$ cat src/rtl/rsc_pkg.sv
`default_nettype none

package rsc_pkg;

  // Rotor geometry
  localparam int ROTOR_COUNT = 3;
  localparam int OFFSET_REGS = 3;
  localparam int ALPHA       = 26;

  typedef logic [4:0] letter_t;
  typedef logic [1:0] op_t;

  // Operation codes of an input word
  localparam op_t OP_LOAD = 2'd0;
  localparam op_t OP_SET  = 2'd1;
  localparam op_t OP_ENC  = 2'd2;
  localparam op_t OP_DEC  = 2'd3;

  // Register indexes on the configuration port
  localparam logic [1:0] REG_RING_0 = 2'd0;
  localparam logic [1:0] REG_RING_1 = 2'd1;
  localparam logic [1:0] REG_RING_2 = 2'd2;

  // Character codes
  localparam logic [7:0] CHAR_UA = 8'h41;
  localparam logic [7:0] CHAR_UZ = 8'h5A;
  localparam logic [7:0] CHAR_LA = 8'h61;
  localparam logic [7:0] CHAR_LZ = 8'h7A;
  localparam logic [7:0] CASE_MASK = 8'hDF;

  localparam letter_t ALPHA_L = letter_t'(ALPHA);
  localparam letter_t LAST_L  = letter_t'(ALPHA - 1);

  // Input word as held in the input register
  typedef struct packed {
    op_t        operation;
    logic [7:0] char_in;
    logic [1:0] rotor_select;
    letter_t    wiring_index;
    letter_t    wiring_value;
    letter_t    start_pos_0;
    letter_t    start_pos_1;
    letter_t    start_pos_2;
  } item_t;

  // Reduce a 5-bit value to 0..25
  function automatic letter_t mod26_small(input letter_t v);
    mod26_small = (v >= ALPHA_L) ? letter_t'(v - ALPHA_L) : v;
  endfunction

  // (a + b) mod 26 for a, b in 0..25
  function automatic letter_t add_mod26(input letter_t a, input letter_t b);
    logic [5:0] s;
    s = {1'b0, a} + {1'b0, b};
    add_mod26 = (s >= 6'(ALPHA)) ? letter_t'(s - 6'(ALPHA)) : letter_t'(s);
  endfunction

  // (a - b) mod 26 for a, b in 0..25
  function automatic letter_t sub_mod26(input letter_t a, input letter_t b);
    sub_mod26 = (a >= b) ? letter_t'(a - b) : letter_t'(a + ALPHA_L - b);
  endfunction

endpackage

`default_nettype wire

$ cat src/rtl/rsc_in_if.sv
`default_nettype none

interface rsc_in_if;
  logic                 valid;
  logic                 ready;
  rsc_pkg::op_t         operation;
  logic [7:0]           char_in;
  logic [1:0]           rotor_select;
  rsc_pkg::letter_t     wiring_index;
  rsc_pkg::letter_t     wiring_value;
  rsc_pkg::letter_t     start_pos_0;
  rsc_pkg::letter_t     start_pos_1;
  rsc_pkg::letter_t     start_pos_2;

  modport source (
    output valid, operation, char_in, rotor_select, wiring_index, wiring_value,
           start_pos_0, start_pos_1, start_pos_2,
    input  ready
  );

  modport sink (
    input  valid, operation, char_in, rotor_select, wiring_index, wiring_value,
           start_pos_0, start_pos_1, start_pos_2,
    output ready
  );
endinterface

`default_nettype wire

$ cat src/rtl/rsc_out_if.sv
`default_nettype none

interface rsc_out_if;
  logic       valid;
  logic       ready;
  logic [7:0] char_out;

  modport source (
    output valid, char_out,
    input  ready
  );

  modport sink (
    input  valid, char_out,
    output ready
  );
endinterface

`default_nettype wire

$ cat src/rtl/rotor_substitution_cipher.sv
// Three-rotor substitution cipher without a reflector.
// in_chan carries one word per accepted valid/ready handshake: a wiring load
// (one forward entry and its inverse), a position set, or a byte to encipher
// or decipher. Load and set words give no output word; encipher and decipher
// words give exactly one char_out word on out_chan. Letters are upper-cased
// and run through the rotors with position plus ring offset mod 26, then the
// positions step like an odometer; other bytes pass unchanged, no stepping.
// A word is registered at the input, processed in one pass, and its result
// is loaded into the output register as the word leaves the input register.
// Throughput: one word per cycle unless out_chan stalls; each word reads
// the rotor state left by the word before it, updated as that word leaves
// the input register.
// The ring offsets are written over the APB port at 0x0, 0x4, 0x8.
// When out_chan stalls, the output register holds its word and the input
// register holds the next word that has a result; load and set words still
// drain. in_chan.ready drops only while both are full.
// Reset (rst, synchronous) empties both registers, zeroes positions and
// offsets; wiring entries hold garbage until loaded.
`default_nettype none

module rotor_substitution_cipher (
  input  wire logic        clk,
  input  wire logic        rst,
  rsc_in_if.sink           in_chan,
  rsc_out_if.source        out_chan,
  input  wire logic        psel,
  input  wire logic        penable,
  input  wire logic        pwrite,
  input  wire logic [3:0]  paddr,
  input  wire logic [31:0] pwdata,
  output logic      [31:0] prdata,
  output logic             pready
);

  localparam int RC = rsc_pkg::ROTOR_COUNT;

  // Input register
  logic            s1_valid;
  rsc_pkg::item_t  s1_item;

  // Output register
  logic            out_valid;
  logic [7:0]      out_char;

  // Rotor state
  rsc_pkg::letter_t fwd [RC][rsc_pkg::ALPHA];
  rsc_pkg::letter_t inv [RC][rsc_pkg::ALPHA];
  rsc_pkg::letter_t pos [RC];
  rsc_pkg::letter_t pos_next [RC];
  rsc_pkg::letter_t ring_offset [rsc_pkg::OFFSET_REGS];

  // Datapath signals
  rsc_pkg::letter_t shift [RC];
  rsc_pkg::letter_t enc [RC+1];
  rsc_pkg::letter_t dec [RC+1];
  rsc_pkg::letter_t start_pos [RC];
  logic [7:0]       ch_up;
  logic             is_letter;
  logic             is_text;
  logic             has_result;
  logic             s1_fire;
  logic             in_accept;
  logic             cfg_write;
  rsc_pkg::letter_t res_letter;
  rsc_pkg::letter_t val26;
  logic [7:0]       result_char;

  assign pready   = 1'b1;
  assign cfg_write = psel && penable && pwrite;

  // Configuration registers
  always_ff @(posedge clk) begin
    if (rst) begin
      for (int i = 0; i < rsc_pkg::OFFSET_REGS; i++) begin
        ring_offset[i] <= '0;
      end
    end else if (cfg_write) begin
      unique case (paddr[3:2])
        rsc_pkg::REG_RING_0: ring_offset[0] <= rsc_pkg::mod26_small(pwdata[4:0]);
        rsc_pkg::REG_RING_1: ring_offset[1] <= rsc_pkg::mod26_small(pwdata[4:0]);
        rsc_pkg::REG_RING_2: ring_offset[2] <= rsc_pkg::mod26_small(pwdata[4:0]);
        default: ;
      endcase
    end
  end

  // Register read-back
  always_comb begin
    unique case (paddr[3:2])
      rsc_pkg::REG_RING_0: prdata = {27'd0, ring_offset[0]};
      rsc_pkg::REG_RING_1: prdata = {27'd0, ring_offset[1]};
      rsc_pkg::REG_RING_2: prdata = {27'd0, ring_offset[2]};
      default:             prdata = '0;
    endcase
  end

  // Handshake: advance the input register when its word can leave
  assign is_text    = (s1_item.operation == rsc_pkg::OP_ENC) ||
                      (s1_item.operation == rsc_pkg::OP_DEC);
  assign has_result = s1_valid && is_text;
  assign s1_fire    = s1_valid && (!has_result || !out_valid || out_chan.ready);
  assign in_chan.ready = !s1_valid || s1_fire;
  assign in_accept  = in_chan.valid && in_chan.ready;

  // Capture the input word
  always_ff @(posedge clk) begin
    if (rst) begin
      s1_valid <= 1'b0;
    end else if (in_chan.ready) begin
      s1_valid <= in_chan.valid;
    end
  end

  always_ff @(posedge clk) begin
    if (in_accept) begin
      s1_item.operation    <= in_chan.operation;
      s1_item.char_in      <= in_chan.char_in;
      s1_item.rotor_select <= in_chan.rotor_select;
      s1_item.wiring_index <= in_chan.wiring_index;
      s1_item.wiring_value <= in_chan.wiring_value;
      s1_item.start_pos_0  <= in_chan.start_pos_0;
      s1_item.start_pos_1  <= in_chan.start_pos_1;
      s1_item.start_pos_2  <= in_chan.start_pos_2;
    end
  end

  // Upper-case and classify the byte
  always_comb begin
    if (s1_item.char_in >= rsc_pkg::CHAR_LA && s1_item.char_in <= rsc_pkg::CHAR_LZ) begin
      ch_up = s1_item.char_in & rsc_pkg::CASE_MASK;
    end else begin
      ch_up = s1_item.char_in;
    end
  end
  assign is_letter = (ch_up >= rsc_pkg::CHAR_UA) && (ch_up <= rsc_pkg::CHAR_UZ);

  // Per-rotor shift: position plus ring offset
  always_comb begin
    for (int r = 0; r < RC; r++) begin
      if (r < rsc_pkg::OFFSET_REGS) begin
        shift[r] = rsc_pkg::add_mod26(pos[r], ring_offset[r]);
      end else begin
        shift[r] = pos[r];
      end
    end
  end

  // Forward pass through rotors in ascending order, inverse pass descending
  always_comb begin
    enc[0]  = rsc_pkg::letter_t'(ch_up - rsc_pkg::CHAR_UA);
    dec[RC] = rsc_pkg::letter_t'(ch_up - rsc_pkg::CHAR_UA);
    for (int r = 0; r < RC; r++) begin
      enc[r+1] = fwd[r][rsc_pkg::sub_mod26(enc[r], shift[r])];
    end
    for (int r = RC - 1; r >= 0; r--) begin
      dec[r] = rsc_pkg::add_mod26(inv[r][dec[r+1]], shift[r]);
    end
  end

  assign res_letter  = (s1_item.operation == rsc_pkg::OP_ENC) ? enc[RC] : dec[0];
  assign result_char = is_letter ? (rsc_pkg::CHAR_UA + {3'd0, res_letter}) : ch_up;

  // Odometer stepping of the positions
  always_comb begin
    logic carry;
    carry = 1'b1;
    for (int r = 0; r < RC; r++) begin
      if (!carry) begin
        pos_next[r] = pos[r];
      end else if (pos[r] == rsc_pkg::LAST_L) begin
        pos_next[r] = '0;
      end else begin
        pos_next[r] = pos[r] + 5'd1;
        carry = 1'b0;
      end
    end
  end

  // Start positions from a set word; rotors past the third start at zero
  always_comb begin
    for (int r = 0; r < RC; r++) begin
      start_pos[r] = '0;
    end
    start_pos[0] = rsc_pkg::mod26_small(s1_item.start_pos_0);
    if (RC > 1) begin
      start_pos[1 % RC] = rsc_pkg::mod26_small(s1_item.start_pos_1);
    end
    if (RC > 2) begin
      start_pos[2 % RC] = rsc_pkg::mod26_small(s1_item.start_pos_2);
    end
  end

  // Update positions as the word leaves
  always_ff @(posedge clk) begin
    if (rst) begin
      for (int r = 0; r < RC; r++) begin
        pos[r] <= '0;
      end
    end else if (s1_fire) begin
      if (s1_item.operation == rsc_pkg::OP_SET) begin
        pos <= start_pos;
      end else if (is_text && is_letter) begin
        pos <= pos_next;
      end
    end
  end

  // Write one wiring entry and its inverse
  assign val26 = rsc_pkg::mod26_small(s1_item.wiring_value);

  always_ff @(posedge clk) begin
    if (s1_fire && s1_item.operation == rsc_pkg::OP_LOAD &&
        int'(s1_item.rotor_select) < RC &&
        s1_item.wiring_index < rsc_pkg::ALPHA_L) begin
      fwd[s1_item.rotor_select][s1_item.wiring_index] <= val26;
      inv[s1_item.rotor_select][val26] <= s1_item.wiring_index;
    end
  end

  // Output register: load a result, drop it once taken
  always_ff @(posedge clk) begin
    if (rst) begin
      out_valid <= 1'b0;
    end else if (s1_fire && has_result) begin
      out_valid <= 1'b1;
    end else if (out_chan.ready) begin
      out_valid <= 1'b0;
    end
  end

  always_ff @(posedge clk) begin
    if (s1_fire && has_result) begin
      out_char <= result_char;
    end
  end

  assign out_chan.valid    = out_valid;
  assign out_chan.char_out = out_char;

endmodule

`default_nettype wire

$ cat src/flat_wrapper.sv
// flat-port wrapper written by rule: the top's interface ports become plain ports
module rotor_substitution_cipher_flat 
  (clk, rst, psel, penable, pwrite, paddr, pwdata, prdata, pready, in_chan_valid, in_chan_operation, in_chan_char_in, in_chan_rotor_select, in_chan_wiring_index, in_chan_wiring_value, in_chan_start_pos_0, in_chan_start_pos_1, in_chan_start_pos_2, in_chan_ready, out_chan_valid, out_chan_char_out, out_chan_ready);
  rsc_in_if in_chan_i ();
  rsc_out_if out_chan_i ();
  input  wire logic clk;
  input  wire logic rst;
  input  wire logic psel;
  input  wire logic penable;
  input  wire logic pwrite;
  input  wire logic [3:0] paddr;
  input  wire logic [31:0] pwdata;
  output logic      [31:0] prdata;
  output logic pready;
  input wire logic [$bits(in_chan_i.valid)-1:0] in_chan_valid;
  input wire logic [$bits(in_chan_i.operation)-1:0] in_chan_operation;
  input wire logic [$bits(in_chan_i.char_in)-1:0] in_chan_char_in;
  input wire logic [$bits(in_chan_i.rotor_select)-1:0] in_chan_rotor_select;
  input wire logic [$bits(in_chan_i.wiring_index)-1:0] in_chan_wiring_index;
  input wire logic [$bits(in_chan_i.wiring_value)-1:0] in_chan_wiring_value;
  input wire logic [$bits(in_chan_i.start_pos_0)-1:0] in_chan_start_pos_0;
  input wire logic [$bits(in_chan_i.start_pos_1)-1:0] in_chan_start_pos_1;
  input wire logic [$bits(in_chan_i.start_pos_2)-1:0] in_chan_start_pos_2;
  output wire logic [$bits(in_chan_i.ready)-1:0] in_chan_ready;
  output wire logic [$bits(out_chan_i.valid)-1:0] out_chan_valid;
  output wire logic [$bits(out_chan_i.char_out)-1:0] out_chan_char_out;
  input wire logic [$bits(out_chan_i.ready)-1:0] out_chan_ready;
  assign in_chan_i.valid = in_chan_valid;
  assign in_chan_i.operation = in_chan_operation;
  assign in_chan_i.char_in = in_chan_char_in;
  assign in_chan_i.rotor_select = in_chan_rotor_select;
  assign in_chan_i.wiring_index = in_chan_wiring_index;
  assign in_chan_i.wiring_value = in_chan_wiring_value;
  assign in_chan_i.start_pos_0 = in_chan_start_pos_0;
  assign in_chan_i.start_pos_1 = in_chan_start_pos_1;
  assign in_chan_i.start_pos_2 = in_chan_start_pos_2;
  assign in_chan_ready = in_chan_i.ready;
  assign out_chan_valid = out_chan_i.valid;
  assign out_chan_char_out = out_chan_i.char_out;
  assign out_chan_i.ready = out_chan_ready;
  rotor_substitution_cipher u_core (.clk(clk), .rst(rst), .in_chan(in_chan_i), .out_chan(out_chan_i), .psel(psel), .penable(penable), .pwrite(pwrite), .paddr(paddr), .pwdata(pwdata), .prdata(prdata), .pready(pready));
endmodule
$ cat config.mk
export PLATFORM = sky130hd
export DESIGN_NAME = rotor_substitution_cipher_flat
export DESIGN_NICKNAME = d
export VERILOG_FILES = /design/src/rtl/rsc_pkg.sv /design/src/rtl/rsc_in_if.sv /design/src/rtl/rsc_out_if.sv /design/src/rtl/rotor_substitution_cipher.sv /design/src/flat_wrapper.sv
export SDC_FILE = /design/constraint.sdc
export NUM_CORES = 1
export LEC_CHECK = 0
export BUFFER_PORTS_ARGS = -buffer_cell sky130_fd_sc_hd__buf_2
export CORE_MARGIN = 4
export CORE_UTILIZATION = 25
export CTS_CLUSTER_SIZE = 14
export DETAILED_ROUTE_END_ITERATION = 8
export PLACE_DENSITY = 0.4
export SYNTH_ARGS = -nofsm -noshare
export SYNTH_HDL_FRONTEND = slang
export SYNTH_SLANG_ARGS = --single-unit
$ cat constraint.sdc
create_clock -name clk -period 13.5 [get_ports clk]
set_input_delay 2.025 -clock clk [delete_from_list [all_inputs] [get_ports clk]]
set_output_delay 2.025 -clock clk [all_outputs]
set_load 0.01 [all_outputs]
==> impl_results.md <==
- Source of the worst hold timing path: u_core.s1_item[33]
- CP endpoint kind: flop
- Min-Delay Path Class: flop to flop
- TritonCTS clock tree: yes
- Final hold violations: 0
- Initial Util: 25.16%
- Worst-path maximum fanout: 26
- PostCTS Resize Cnt: 0
- WHS Endpoint: u_core.out_chan.char_out[6]
- EDFF count, synth: 840
- Detail-routed via count per cell: 4.669
- Core Box Area: 0.1542 sq mm
- Setup crit start: u_core.s1_item[28]
- Commonest non-fill, non-tap cells in the layout: edfxtp_1, nor2_1, mux4_2
- IO buf count: 65
- Setup TNS: 0 ns
- WP data required: 13.94 ns
- Min Tclk post-route: 12.43 ns
- Reg2reg setup slack: 1.07 ns
- Unique masters post-synth: 95
- Post-DRT Antenna Nets: 0
- Wire per inst: 22.69 um
- Clock-pin slew on the worst setup and hold paths: 0.06 ns
- Clock Tree Root: clkbuf_16
- Layout area overhead: 15.14%
- Final net count: 2739
- Register Area: 0.02556 sq mm
- Most common cell after layout, fill and taps aside: edfxtp_1
- Final setup fails: 0
- Footprint of the multi-input gates: 0.01247 sq mm
- Vias in the first global route: 22560
- Slowest stage cell on the critical path: nor2_4
- Mapped Area: 0.03880 sq mm
- Reg-to-reg endpoint: u_core.out_chan.char_out[4]
- Synthesis-stage register bit count: 857
- Clock Tree Buf Depth: 3
- Slew Limit Fails: 0
- Largest net degree at the start of global routing: 84
- First-pass GRT wire length: 154900 um
- Share of layout cells above drive strength 1: 18.77%
- Ports: 123
- Synth Instances: 2450
- Status: complete, no violations
- CTS Sinks: 857
- RSZ-0062 raised after global routing: false
- Max Clk Rate: 80.46 MHz
- Startpoint Class: flop
- Hpwl dp: 72310 um
- Routability cong.: 0.8127
- Max Cap Viol: 0
- Kind of critical path: flop to flop
- CTS buffer count: 96
- Mean Syn Cell Area: 15.84 sq um
- Die H: 402.0 um
- Max incr delay on CP: 0.56 ns
- Die area: 0.1616 sq mm
- Hold Path Depth: 0
- GRT Residual Overflow: 0
- Main synth FF type: edfxtp_1
- Number of fill cells in the layout: 15420
- Path depth of the worst reg2reg path: 44
- First-pass DRT Iterations: 5
- Leading area contributor after synthesis: edfxtp_1
- Worst slew pin tran: 1.258 ns
- Placement Rows: 144
- Slew margin rel.: 15.98%
- WP data arrival: 12.87 ns
- # DRC: 0
- Synth top area cells: edfxtp_1, mux4_2, mux2i_1, ha_1, nor2_1
- Drt initial violations: 1611
- Crit share post-route: 92.06%
- Gr usage total: 12.88%
- DR vias: 21860
- H-tree levels: 3
- Warnings from Yosys: 0
- Post-CTS Hold Fix Bufs: 0
- Total routed wirelength: 106300 um
- DIE WIDTH: 402.0 um
- Post-synth top area share: 65.00%
- Final setup skew: 0.02566 ns
- Critical R2R Launch: u_core.s1_item[28]
- Clk Latency, worst-skew pair: 0.70 ns
- Synth async-reset ratio: 0%
- Initial antenna violation count: 13
- Post-CTS Setup Bufs: 0
- Post-synthesis sequential area ratio: 65.88%
-- state kept, by name (all words and copies together), names as in the netlist --
name and cells:
u_core.fwd 390, u_core.pos 15, u_core.out_chan.valid 1, u_core.s1_item 37, u_core.inv 390, u_core.out_chan.char_out 8, u_core.ring_offset 15, u_core.s1_valid 1
-- through the flow --
step	hold WS, ns	instance area, sq um	setup slack [ns]	cells	utilization (%)
final	0.5358	44680	1.072	4682	28.97
after global routing	0.5454	44680	0.3366	4682	28.97
after CTS	0.5140	44680	0.9293	4681	28.97
after detailed placement	0.5125	41670	1.006	4505	27.02
after global placement	0.4969	41670	1.133	4505	27.02
after floorplan	0.5095	38900	1.843	2476	-
-- logic make-up (layout without fill, tap and decap cells) --
kind of cell | count (synthesis) | in the layout | share of synthesized area [%]
compound gates | 338 | 338 | 6.181
xor+xnor | 53 | 53 | 1.216
fa+ha+maj | 100 | 100 | 3.495
buf+inv | 215 | 376 | 2.612
flops | 857 | 857 | 65.88
mux | 336 | 336 | 14.06
other cells | 2 | 29 | 0.01935
simple gates | 549 | 549 | 6.539
-- worst max path at each step --
stage / slack, ns / cells after the start / end
floorplan: 1.84 / 46 / u_core.out_chan.char_out[4]
global placement: 1.13 / 43 / u_core.out_chan.char_out[4]
detailed placement: 1.01 / 43 / u_core.out_chan.char_out[4]
CTS: 0.93 / 43 / u_core.out_chan.char_out[4]
global route: 0.34 / 45 / u_core.out_chan.char_out[4]
finish: 1.07 / 44 / u_core.out_chan.char_out[4]
-- metal layers --
layer  track usage, %  part of all wire [%]  up-vias
met4            3.753                   2.7        0
met3            2.328                   4.8      164
met5                0                     0        -
li1                 -                     -     9805
met1            16.88                    44    11300
met2            21.80                    49      596
-- area by class of cell --
| type | count | area share, % |
|---|---|---|
| Sequential cell | 857 | 57.21 |
| Multi-Input combinational cell | 1404 | 27.92 |
| Tap cell | 2044 | 5.724 |
| Clock buffer | 121 | 5.704 |
| Timing Repair Buffer | 117 | 1.714 |
| Clock inverter | 55 | 1.025 |
| Inverter | 83 | 0.6973 |
| Antenna cell | 1 | 0.005601 |
-- synth_stat cells (8+ instances only) --
cell type	number
nand4_1	10
a21oi_1	75
o211ai_1	16
o21ai_0	51
xor2_1	15
buf_1	20
clkbuf_1	56
fa_1	14
nor3b_1	10
nand2b_1	15
a21o_1	24
nand2_1	135
a211oi_1	16
o31ai_1	14
a22oi_1	12
xnor2_1	37
mux2_2	40
o221ai_1	9
inv_1	83
a311oi_1	10
ha_1	86
nor2b_1	16
buf_4	36
edfxtp_1	840
nor2_1	213
buf_2	14
o21bai_1	8
nand3_1	38
or3_1	12
dfxtp_1	17
and3_1	13
mux2i_1	133
a31oi_1	20
mux4_2	155
nor4_1	9
o21a_1	15
nor3_1	39
-- critical path: cells and delay by family, from the launching register on --
family | cells | cell delay [ns]
xor+xnor | 3 | 0.68
fa+ha+maj | 6 | 1.93
simple gates | 8 | 2.32
compound gates | 16 | 3.46
mux | 6 | 1.97
flops | 1 | 0.50
buf+inv | 5 | 1.26
Power is left out: the tool's default activity adds up to more than one toggle a clock period on the data nets, which glitch-free logic cannot reach.
